<file path="src/rtl/rmd_pkg.sv">
// Package for the ROI motion detector: widths, register indexes, the
// evaluator's state codes and the result struct. No dependencies.
package rmd_pkg;

  localparam int PIX_W    = 8;
  localparam int COORD_W  = 12;
  localparam int DIM_W    = 13;
  localparam int DEV_W    = 8;
  localparam int COVER_W  = 9;
  localparam int VSUM_W   = 32;
  localparam int SQSUM_W  = 40;
  localparam int COUNT_W  = 25;
  localparam int AREA_W   = 2 * DIM_W;
  localparam int AA_W     = 2 * AREA_W;
  localparam int D2_W     = 2 * DEV_W;
  localparam int MUL_W    = 32;
  localparam int PROD_W   = 2 * MUL_W;
  localparam int ACC_W    = 69;
  localparam int THR_W    = COVER_W + AREA_W - 8;
  localparam int CFG_IDX_W = 3;
  localparam int CFG_DATA_W = 13;

  localparam logic [PIX_W-1:0] PIX_CHANGED = 8'd255;

  typedef enum logic [CFG_IDX_W-1:0] {
    CFG_ROI_X      = 3'd0,
    CFG_ROI_Y      = 3'd1,
    CFG_ROI_WIDTH  = 3'd2,
    CFG_ROI_HEIGHT = 3'd3,
    CFG_MAX_DEV    = 3'd4,
    CFG_COVER      = 3'd5
  } cfg_idx_t;

  typedef enum logic [10:0] {
    E_IDLE = 11'b000_0000_0001,
    E_AREA = 11'b000_0000_0010,
    E_A_LO = 11'b000_0000_0100,
    E_A_HI = 11'b000_0000_1000,
    E_AA   = 11'b000_0001_0000,
    E_D2   = 11'b000_0010_0000,
    E_B_LO = 11'b000_0100_0000,
    E_B_HI = 11'b000_1000_0000,
    E_S2   = 11'b001_0000_0000,
    E_CMP  = 11'b010_0000_0000,
    E_HOLD = 11'b100_0000_0000
  } eval_state_t;

  typedef struct packed {
    logic             busy;
    logic             done;
    logic             noisy;
    logic [THR_W-1:0] thr;
  } eval_res_t;

endpackage

</file>
<file path="src/rtl/rmd_pix_if.sv">
// Pixel channel: valid/ready handshake with one pixel and its coordinates.
// Depends on rmd_pkg.
interface rmd_pix_if;
  import rmd_pkg::*;

  logic               valid;
  logic               ready;
  logic [PIX_W-1:0]   pixel_value;
  logic [COORD_W-1:0] pixel_x;
  logic [COORD_W-1:0] pixel_y;
  logic               frame_last;

  modport source (output valid, pixel_value, pixel_x, pixel_y, frame_last, input ready);
  modport sink   (input valid, pixel_value, pixel_x, pixel_y, frame_last, output ready);
endinterface

</file>
<file path="src/rtl/rmd_res_if.sv">
// Result channel: valid/ready handshake carrying one per-frame verdict.
// Depends on rmd_pkg.
interface rmd_res_if;
  import rmd_pkg::*;

  logic               valid;
  logic               ready;
  logic               motion_found;
  logic               too_noisy;
  logic [COUNT_W-1:0] changed_count;

  modport source (output valid, motion_found, too_noisy, changed_count, input ready);
  modport sink   (input valid, motion_found, too_noisy, changed_count, output ready);
endinterface

</file>
<file path="src/rtl/rmd_eval.sv">
// End-of-frame evaluator: a small sequencer around one shared 32x32
// multiplier builds N*sumsq and sum^2 + D^2*N^2, compares them and forms the
// cover threshold. Depends on rmd_pkg.
module rmd_eval (
  input  logic                       clk,
  input  logic                       rst_n,
  input  logic                       start,
  input  logic                       out_free,
  input  logic [rmd_pkg::DIM_W-1:0]   roi_w,
  input  logic [rmd_pkg::DIM_W-1:0]   roi_h,
  input  logic [rmd_pkg::DEV_W-1:0]   max_dev,
  input  logic [rmd_pkg::COVER_W-1:0] cover_ratio,
  input  logic [rmd_pkg::VSUM_W-1:0]  vsum,
  input  logic [rmd_pkg::SQSUM_W-1:0] sqsum,
  output rmd_pkg::eval_res_t          res
);
  import rmd_pkg::*;

  eval_state_t        state_r, state_nxt;
  logic [AREA_W-1:0]  area_r;
  logic [AA_W-1:0]    aa_r;
  logic [D2_W-1:0]    d2_r;
  logic [ACC_W-1:0]   a_r;
  logic [ACC_W-1:0]   acc_r;
  logic               noisy_r;
  logic [THR_W-1:0]   thr_r;

  logic [MUL_W-1:0]   mul_a, mul_b;
  logic [PROD_W-1:0]  prod;
  logic [ACC_W-1:0]   prod_ext;
  logic [ACC_W-1:0]   prod_hi;

  always_comb begin
    mul_a = '0;
    mul_b = '0;
    case (state_r)
      E_AREA: begin
        mul_a = MUL_W'(roi_w);
        mul_b = MUL_W'(roi_h);
      end
      E_A_LO: begin
        mul_a = MUL_W'(area_r);
        mul_b = sqsum[MUL_W-1:0];
      end
      E_A_HI: begin
        mul_a = MUL_W'(area_r);
        mul_b = MUL_W'(sqsum[SQSUM_W-1:MUL_W]);
      end
      E_AA: begin
        mul_a = MUL_W'(area_r);
        mul_b = MUL_W'(area_r);
      end
      E_D2: begin
        mul_a = MUL_W'(max_dev);
        mul_b = MUL_W'(max_dev);
      end
      E_B_LO: begin
        mul_a = MUL_W'(d2_r);
        mul_b = aa_r[MUL_W-1:0];
      end
      E_B_HI: begin
        mul_a = MUL_W'(d2_r);
        mul_b = MUL_W'(aa_r[AA_W-1:MUL_W]);
      end
      E_S2: begin
        mul_a = vsum;
        mul_b = vsum;
      end
      E_CMP: begin
        mul_a = MUL_W'(cover_ratio);
        mul_b = MUL_W'(area_r);
      end
      default: begin
        mul_a = '0;
        mul_b = '0;
      end
    endcase
  end

  assign prod     = PROD_W'(mul_a) * PROD_W'(mul_b);
  assign prod_ext = ACC_W'(prod);
  assign prod_hi  = prod_ext << MUL_W;

  always_comb begin
    state_nxt = state_r;
    case (state_r)
      E_IDLE:  if (start) state_nxt = E_AREA;
      E_AREA:  state_nxt = E_A_LO;
      E_A_LO:  state_nxt = E_A_HI;
      E_A_HI:  state_nxt = E_AA;
      E_AA:    state_nxt = E_D2;
      E_D2:    state_nxt = E_B_LO;
      E_B_LO:  state_nxt = E_B_HI;
      E_B_HI:  state_nxt = E_S2;
      E_S2:    state_nxt = E_CMP;
      E_CMP:   state_nxt = E_HOLD;
      E_HOLD:  if (out_free) state_nxt = E_IDLE;
      default: state_nxt = E_IDLE;
    endcase
  end

  always_ff @(posedge clk) begin
    if (!rst_n) begin
      state_r <= E_IDLE;
    end else begin
      state_r <= state_nxt;
    end
  end

  always_ff @(posedge clk) begin
    case (state_r)
      E_AREA: area_r  <= prod[AREA_W-1:0];
      E_A_LO: acc_r   <= prod_ext;
      E_A_HI: a_r     <= acc_r + prod_hi;
      E_AA:   aa_r    <= prod[AA_W-1:0];
      E_D2:   d2_r    <= prod[D2_W-1:0];
      E_B_LO: acc_r   <= prod_ext;
      E_B_HI: acc_r   <= acc_r + prod_hi;
      E_S2:   acc_r   <= acc_r + prod_ext;
      E_CMP: begin
        noisy_r <= a_r > acc_r;
        thr_r   <= prod[THR_W+7:8];
      end
      default: begin
      end
    endcase
  end

  assign res.busy  = state_r != E_IDLE;
  assign res.done  = state_r == E_HOLD;
  assign res.noisy = noisy_r;
  assign res.thr   = thr_r;

endmodule

</file>
<file path="src/rtl/roi_motion_detector.sv">
// ROI motion detector top level: configuration registers, rectangle test,
// accumulators and result register. Depends on rmd_pkg, rmd_pix_if,
// rmd_res_if and rmd_eval.
//
// Pixels are taken one per cycle with in_pix.ready high; those inside the
// watched rectangle add to a sum, a sum of squares and a count of pixels at
// 255. The beat flagged frame_last is accumulated too, then ready drops
// while one shared 32x32 multiplier works through the deviation test and
// the cover threshold in nine steps; the result is then loaded into the
// output register and the accumulators clear. If the previous result is
// still waiting, the block holds until it is taken. Width and height are
// capped at MAX_DIM. Registers may be written only while no frame is open.
module roi_motion_detector #(
  parameter int MAX_DIM = 4096
) (
  input  logic                          clk,
  input  logic                          rst_n,
  rmd_pix_if.sink                       in_pix,
  rmd_res_if.source                     out_res,
  input  logic                          cfg_we,
  input  logic [rmd_pkg::CFG_IDX_W-1:0]  cfg_index,
  input  logic [rmd_pkg::CFG_DATA_W-1:0] cfg_wdata
);
  import rmd_pkg::*;

  logic [COORD_W-1:0] roi_x_r, roi_y_r;
  logic [DIM_W-1:0]   roi_width_r, roi_height_r;
  logic [DEV_W-1:0]   max_dev_r;
  logic [COVER_W-1:0] cover_r;

  logic [VSUM_W-1:0]  vsum_r;
  logic [SQSUM_W-1:0] sqsum_r;
  logic [COUNT_W-1:0] count_r;

  logic               out_valid_r;
  logic               motion_r;
  logic               noisy_out_r;
  logic [COUNT_W-1:0] count_out_r;

  logic [DIM_W-1:0]   w_sat, h_sat;
  logic [DIM_W:0]     x_end, y_end;
  logic               in_roi;
  logic               in_acc;
  logic               out_free;
  logic               load;
  logic [2*PIX_W-1:0] pix_sq;
  eval_res_t          ev_res;

  always_ff @(posedge clk) begin
    if (!rst_n) begin
      roi_x_r      <= '0;
      roi_y_r      <= '0;
      roi_width_r  <= 13'd64;
      roi_height_r <= 13'd64;
      max_dev_r    <= 8'd100;
      cover_r      <= 9'd64;
    end else if (cfg_we) begin
      case (cfg_index)
        CFG_ROI_X:      roi_x_r      <= cfg_wdata[COORD_W-1:0];
        CFG_ROI_Y:      roi_y_r      <= cfg_wdata[COORD_W-1:0];
        CFG_ROI_WIDTH:  roi_width_r  <= cfg_wdata[DIM_W-1:0];
        CFG_ROI_HEIGHT: roi_height_r <= cfg_wdata[DIM_W-1:0];
        CFG_MAX_DEV:    max_dev_r    <= cfg_wdata[DEV_W-1:0];
        CFG_COVER:      cover_r      <= cfg_wdata[COVER_W-1:0];
        default: begin
        end
      endcase
    end
  end

  // Dimensions capped at MAX_DIM for both the inside test and the area.
  assign w_sat = ({1'b0, roi_width_r} > (DIM_W+1)'(MAX_DIM))  ? DIM_W'(MAX_DIM) : roi_width_r;
  assign h_sat = ({1'b0, roi_height_r} > (DIM_W+1)'(MAX_DIM)) ? DIM_W'(MAX_DIM) : roi_height_r;

  assign x_end  = (DIM_W+1)'(roi_x_r) + (DIM_W+1)'(w_sat);
  assign y_end  = (DIM_W+1)'(roi_y_r) + (DIM_W+1)'(h_sat);
  assign in_roi = (in_pix.pixel_x >= roi_x_r) && ((DIM_W+1)'(in_pix.pixel_x) < x_end) &&
                  (in_pix.pixel_y >= roi_y_r) && ((DIM_W+1)'(in_pix.pixel_y) < y_end);

  assign in_pix.ready = !ev_res.busy;
  assign in_acc       = in_pix.valid && in_pix.ready;
  assign pix_sq       = (2*PIX_W)'(in_pix.pixel_value) * (2*PIX_W)'(in_pix.pixel_value);

  assign out_free = !out_valid_r || out_res.ready;
  assign load     = ev_res.done && out_free;

  always_ff @(posedge clk) begin
    if (!rst_n) begin
      vsum_r  <= '0;
      sqsum_r <= '0;
      count_r <= '0;
    end else if (load) begin
      vsum_r  <= '0;
      sqsum_r <= '0;
      count_r <= '0;
    end else if (in_acc && in_roi) begin
      vsum_r  <= vsum_r + VSUM_W'(in_pix.pixel_value);
      sqsum_r <= sqsum_r + SQSUM_W'(pix_sq);
      if (in_pix.pixel_value == PIX_CHANGED) begin
        count_r <= count_r + COUNT_W'(1);
      end
    end
  end

  rmd_eval u_eval (
    .clk         (clk),
    .rst_n       (rst_n),
    .start       (in_acc && in_pix.frame_last),
    .out_free    (out_free),
    .roi_w       (w_sat),
    .roi_h       (h_sat),
    .max_dev     (max_dev_r),
    .cover_ratio (cover_r),
    .vsum        (vsum_r),
    .sqsum       (sqsum_r),
    .res         (ev_res)
  );

  always_ff @(posedge clk) begin
    if (!rst_n) begin
      out_valid_r <= 1'b0;
    end else if (load) begin
      out_valid_r <= 1'b1;
    end else if (out_res.ready) begin
      out_valid_r <= 1'b0;
    end
  end

  always_ff @(posedge clk) begin
    if (load) begin
      motion_r    <= !ev_res.noisy && ((THR_W+1)'(count_r) > (THR_W+1)'(ev_res.thr));
      noisy_out_r <= ev_res.noisy;
      count_out_r <= count_r;
    end
  end

  assign out_res.valid         = out_valid_r;
  assign out_res.motion_found  = motion_r;
  assign out_res.too_noisy     = noisy_out_r;
  assign out_res.changed_count = count_out_r;

  a_res_after_eval: assert property (@(posedge clk) disable iff (!rst_n)
    $rose(out_res.valid) |-> $past(ev_res.done))
    else $error("result beat without finished evaluation");

  a_acc_cleared: assert property (@(posedge clk) disable iff (!rst_n)
    load |=> (vsum_r == '0 && sqsum_r == '0 && count_r == '0))
    else $error("accumulators not cleared after result");

  a_motion_not_noisy: assert property (@(posedge clk) disable iff (!rst_n)
    out_res.valid |-> !(out_res.motion_found && out_res.too_noisy))
    else $error("motion reported on a noisy frame");

  a_no_beat_while_busy: assert property (@(posedge clk) disable iff (!rst_n)
    (in_acc && in_pix.frame_last) |=> !in_pix.ready)
    else $error("pixel channel open during evaluation");

endmodule

</file>
<file path="src/flat_wrapper.sv">
// flat-port wrapper written by rule: the top's interface ports become plain ports
module roi_motion_detector_flat import rmd_pkg::*;
#(
  parameter int MAX_DIM = 4096
)
  (clk, rst_n, cfg_we, cfg_index, cfg_wdata, in_pix_valid, in_pix_pixel_value, in_pix_pixel_x, in_pix_pixel_y, in_pix_frame_last, in_pix_ready, out_res_valid, out_res_motion_found, out_res_too_noisy, out_res_changed_count, out_res_ready);
  rmd_pix_if in_pix_i ();
  rmd_res_if out_res_i ();
  input  logic clk;
  input  logic rst_n;
  input  logic cfg_we;
  input  logic [rmd_pkg::CFG_IDX_W-1:0] cfg_index;
  input  logic [rmd_pkg::CFG_DATA_W-1:0] cfg_wdata;
  input wire logic [$bits(in_pix_i.valid)-1:0] in_pix_valid;
  input wire logic [$bits(in_pix_i.pixel_value)-1:0] in_pix_pixel_value;
  input wire logic [$bits(in_pix_i.pixel_x)-1:0] in_pix_pixel_x;
  input wire logic [$bits(in_pix_i.pixel_y)-1:0] in_pix_pixel_y;
  input wire logic [$bits(in_pix_i.frame_last)-1:0] in_pix_frame_last;
  output wire logic [$bits(in_pix_i.ready)-1:0] in_pix_ready;
  output wire logic [$bits(out_res_i.valid)-1:0] out_res_valid;
  output wire logic [$bits(out_res_i.motion_found)-1:0] out_res_motion_found;
  output wire logic [$bits(out_res_i.too_noisy)-1:0] out_res_too_noisy;
  output wire logic [$bits(out_res_i.changed_count)-1:0] out_res_changed_count;
  input wire logic [$bits(out_res_i.ready)-1:0] out_res_ready;
  assign in_pix_i.valid = in_pix_valid;
  assign in_pix_i.pixel_value = in_pix_pixel_value;
  assign in_pix_i.pixel_x = in_pix_pixel_x;
  assign in_pix_i.pixel_y = in_pix_pixel_y;
  assign in_pix_i.frame_last = in_pix_frame_last;
  assign in_pix_ready = in_pix_i.ready;
  assign out_res_valid = out_res_i.valid;
  assign out_res_motion_found = out_res_i.motion_found;
  assign out_res_too_noisy = out_res_i.too_noisy;
  assign out_res_changed_count = out_res_i.changed_count;
  assign out_res_i.ready = out_res_ready;
  roi_motion_detector #(.MAX_DIM(MAX_DIM)) u_core (.clk(clk), .rst_n(rst_n), .in_pix(in_pix_i), .out_res(out_res_i), .cfg_we(cfg_we), .cfg_index(cfg_index), .cfg_wdata(cfg_wdata));
endmodule
</file>
<file path="config.mk">
export PLATFORM = sky130hd
export DESIGN_NAME = roi_motion_detector_flat
export DESIGN_NICKNAME = d
export VERILOG_FILES = /design/src/rtl/rmd_pkg.sv /design/src/rtl/rmd_pix_if.sv /design/src/rtl/rmd_res_if.sv /design/src/rtl/rmd_eval.sv /design/src/rtl/roi_motion_detector.sv /design/src/flat_wrapper.sv
export SDC_FILE = /design/constraint.sdc
export NUM_CORES = 2
export LEC_CHECK = 0
export ABC_CLOCK_PERIOD_IN_PS = 24500
export BUFFER_PORTS_ARGS = -buffer_cell sky130_fd_sc_hd__buf_2
export CAP_MARGIN = 15
export CORE_UTILIZATION = 55
export CTS_CLUSTER_DIAMETER = 40
export CTS_CLUSTER_SIZE = 12
export DETAILED_ROUTE_END_ITERATION = 8
export PLACE_DENSITY_LB_ADDON = 0.2
export SYNTH_ARGS = -nofsm -noshare
export SYNTH_HDL_FRONTEND = slang
export SYNTH_SLANG_ARGS = --single-unit
</file>
<file path="constraint.sdc">
create_clock -name clk -period 24.5 [get_ports clk]
set_input_delay 1.225 -clock clk [delete_from_list [all_inputs] [get_ports clk]]
set_output_delay 1.225 -clock clk [all_outputs]
set_load 0.05 [all_outputs]
</file>
==> impl_metrics.toml <==
[clocking]
cts_buffer_depth = 3
tritoncts_clock_tree = "done"
htree_num_levels = 3
path_clk_slew_ps = 60
cts_buffers = 66
ctsResizeCount = 0
clock_tree.root_cell = "clkbuf_16"
cts_hold_buffers = 0
clock_sink_count = 463
postCtsSetupRepairBufs = 0
clock_latency_ps = 620

[timing]
finalCritPeriodShare_pct = 56.9
max_freq_mhz = 71.7
grt_setup_unrepaired = "false"
timing_hold_violations_final = 0
fin_worst_skew_ps = 29.1
timing.final.max_slew_violations = 0
slew_headroom_pct = 15.8
period_minus_slack_ps = 13940
tightest_slew_ps = 1260
final.setup.tns_ps = 0
setup_viol_count_final = 0

[placement]
placement.cell_area_mm2 = 0.0658
place.port_buffers = 82
gp_congestion = 0.964
place_hpwl_um = 155000

[detailed_routing]
drt_iter0_markers = 5203
wirelength_routed_um = 203000
route.detailed.vias_per_inst = 6.01
wl_per_cell_um = 23.5
drtPass1Iterations = 8
drcViolationCount = 8
antenna_violating_nets_post_route = 0
via_count_of_the_routed_design = 51900

[cells_and_area]
final_net_count = 8636
design_area_mm2 = 0.0682
post_route_cells_drive_above_1_share_pct = 6.04
layout-area-overhead-vs-synth_pct = 7.19

[synthesis]
synth_cell_types = 104
synth-edff-count = 287
post_synthesis_compound_gate_area_fraction_pct = 12.0
syn_area_per_cell_um2 = 8.97
yosysSeqAreaShare_pct = 19.1
async_reset_ff_share_pct = 0
dominant_combinational_cell_family_by_area_after_synthesis = "adder cells"
top_ff_cell_synth = "edfxtp_1"
synth-warning-count = 0
post_synthesis_share_of_cell_area_spent_on_xor_and_xnor_gates_pct = 3.22
post_synthesis_net_count = 8664
synth_simple_gate_area_share_pct = 15.3
netlist_instances = 7090
synth.area.mux_share_pct = 0.0492
synth.cell_area_mm2 = 0.0636
adder_cell_fraction_of_synth_area_pct = 41.0
postSynthRegisterBits = 463

[job]
maxCapViolations = 0

[global_route]
first_global_vias = 52400
grt_max_degree = 75
grt_first_pass_wirelength_um = 312000
antenna_found_initial = 7
grt.total_usage_pct = 35.3
grt_overflow = 0

[status]
violations = "design-rule violations"
result_of_the_run = "finished with violations"

[die]
fp.dieW_um = 342
io_pins = 83
chipHeight_um = 342
core_region_area_mm2 = 0.115
start_util_pct = 55.6
die_area_mm2 = 0.117
placementRows = 124

[power]
final_total_power_mw = 2.04
leakage_power_of_the_design_nw = 32.2
vdd.ir_drop.worst_v = 0.0000488
power.density_mw_per_mm2 = 30.0

[critical_path]
crit_required_ps = 24870
worst_path_fanout_max = 50
crit_type = "reg2reg"
worst-path-buf-inv = 4
worstSetupStartpointType = "flip-flop"
cp_data_arrival_time_ps = 14310
path_delay_family = "adder cells"
worst_path_most_repeated_cell = "fa_1"
type_of_element_capturing_the_critical_path = "flip-flop"
crit_path_top_delay_cell = "inv_1"
slowest_delay_ps = 950

[hold_path]
min-delay-path-class = "reg2reg"
## cell usage in the layout, fill, tap and decap left out, types with 78 or more instances in the layout
master	n
inv_1	1197
fa_1	940
nand2_1	864
nor2_1	750
ha_1	580
a21oi_1	296
edfxtp_1	287
o21ai_0	177
dfxtp_1	176
xnor2_1	153
a21o_1	149
buf_4	147
nand3_1	87
buf_2	82
xor2_1	78
## report_power, final
| group | switching (mW) | leakage, nW | internal, mW | total [mW] |
|---|---|---|---|---|
| Sequential | 0.00715 | 3.56 | 0.824 | 0.831 |
| Clock | 0.399 | 1.12 | 0.621 | 1.02 |
| Combinational | 0.114 | 27.5 | 0.0787 | 0.193 |
| Total | 0.521 | 32.2 | 1.52 | 2.04 |
## final timing paths
kind | end | slack [ps] | from | depth (start not counted)
hold reg to reg | u_core.cover_r[1] | 470 | u_core.cover_r[1] | 2
hold / removal | u_core.cover_r[1] | 470 | u_core.cover_r[1] | 2
setup reg to reg | u_core.u_eval.acc_r[64] | 10560 | u_core.u_eval.state_r[1] | 40
setup / recovery | u_core.u_eval.acc_r[64] | 10560 | u_core.u_eval.state_r[1] | 40
## stage by stage
stage | hold slack, ps | instances | utilization, % | setup slack (ps)
after floorplan | 428 | 7090 | - | 9710
after global placement | 457 | 8503 | 57.5 | 11140
after detailed placement | 464 | 8503 | 57.5 | 10880
after CTS | 473 | 8624 | 59.5 | 10860
after global routing | 502 | 8628 | 59.6 | 10060
final | 472 | 8632 | 59.6 | 10560
## per-layer routing
metal  vias to the layer above  global-route usage [%]  share of wire, %
met5                         -                       0             0.023
met4                         8                    14.8               5.2
met3                       522                    7.46                10
met2                      2517                    54.3                44
met1                     26000                    48.3                40
li1                      22900                       -                 -
## flip-flops by register name, summed over array words and instances, names as in the netlist
name / count
u_core.count_r: 25
u_core.cover_r: 9
u_core.max_dev_r: 8
u_core.out_res.changed_count: 25
u_core.out_res.motion_found: 1
u_core.out_res.too_noisy: 1
u_core.out_res.valid: 1
u_core.roi_height_r: 13
u_core.roi_width_r: 13
u_core.roi_x_r: 12
u_core.roi_y_r: 12
u_core.sqsum_r: 40
u_core.u_eval.a_r: 69
u_core.u_eval.aa_r: 52
u_core.u_eval.acc_r: 69
u_core.u_eval.area_r: 26
u_core.u_eval.d2_r: 16
u_core.u_eval.noisy_r: 1
u_core.u_eval.state_r: 11
u_core.u_eval.thr_r: 27
u_core.vsum_r: 32
## cells by family after synthesis
kind of cell | Yosys count
AND/OR/NAND/NOR | 2209
buffers and inverters | 1527
adder cells (fa/ha/maj) | 1520
AO/OA/AOI/OAI | 1135
flip-flops | 463
XOR/XNOR | 233
multiplexers | 3
## layout make-up
cell class                      instances  area, um^2
Clock buffer                           83        1810
Timing Repair Buffer                  232        1580
Sequential cell                       463       12100
Antenna cell                            5        12.5
Clock inverter                         38         502
Inverter                             1199        4500
Multi-Input combinational cell       5100       45800
Fill cell                           10000       46300
Tap cell                             1512        1890
## worst min-delay path, stage by stage, from the launching register on
cell,delay (ps)
dfxtp_1,310
nand2_1,50
a21boi_0,70
## synth_stat cells, types with 72 or more instances
master	n	share of area, %
a21boi_0	72	0.85
o21ai_0	178	1.4
a21oi_1	296	2.3
clkbuf_1	222	1.3
ha_1	580	11
fa_1	940	30
nand2_1	864	5.1
edfxtp_1	287	14
xnor2_1	153	2.1
inv_1	1197	7.1
a21o_1	149	1.8
dfxtp_1	176	5.5
buf_2	86	0.68
nor2_1	751	4.4
xor2_1	79	1.1
nand3_1	94	0.74
Note: power is estimated with default switching activity, not from simulation.
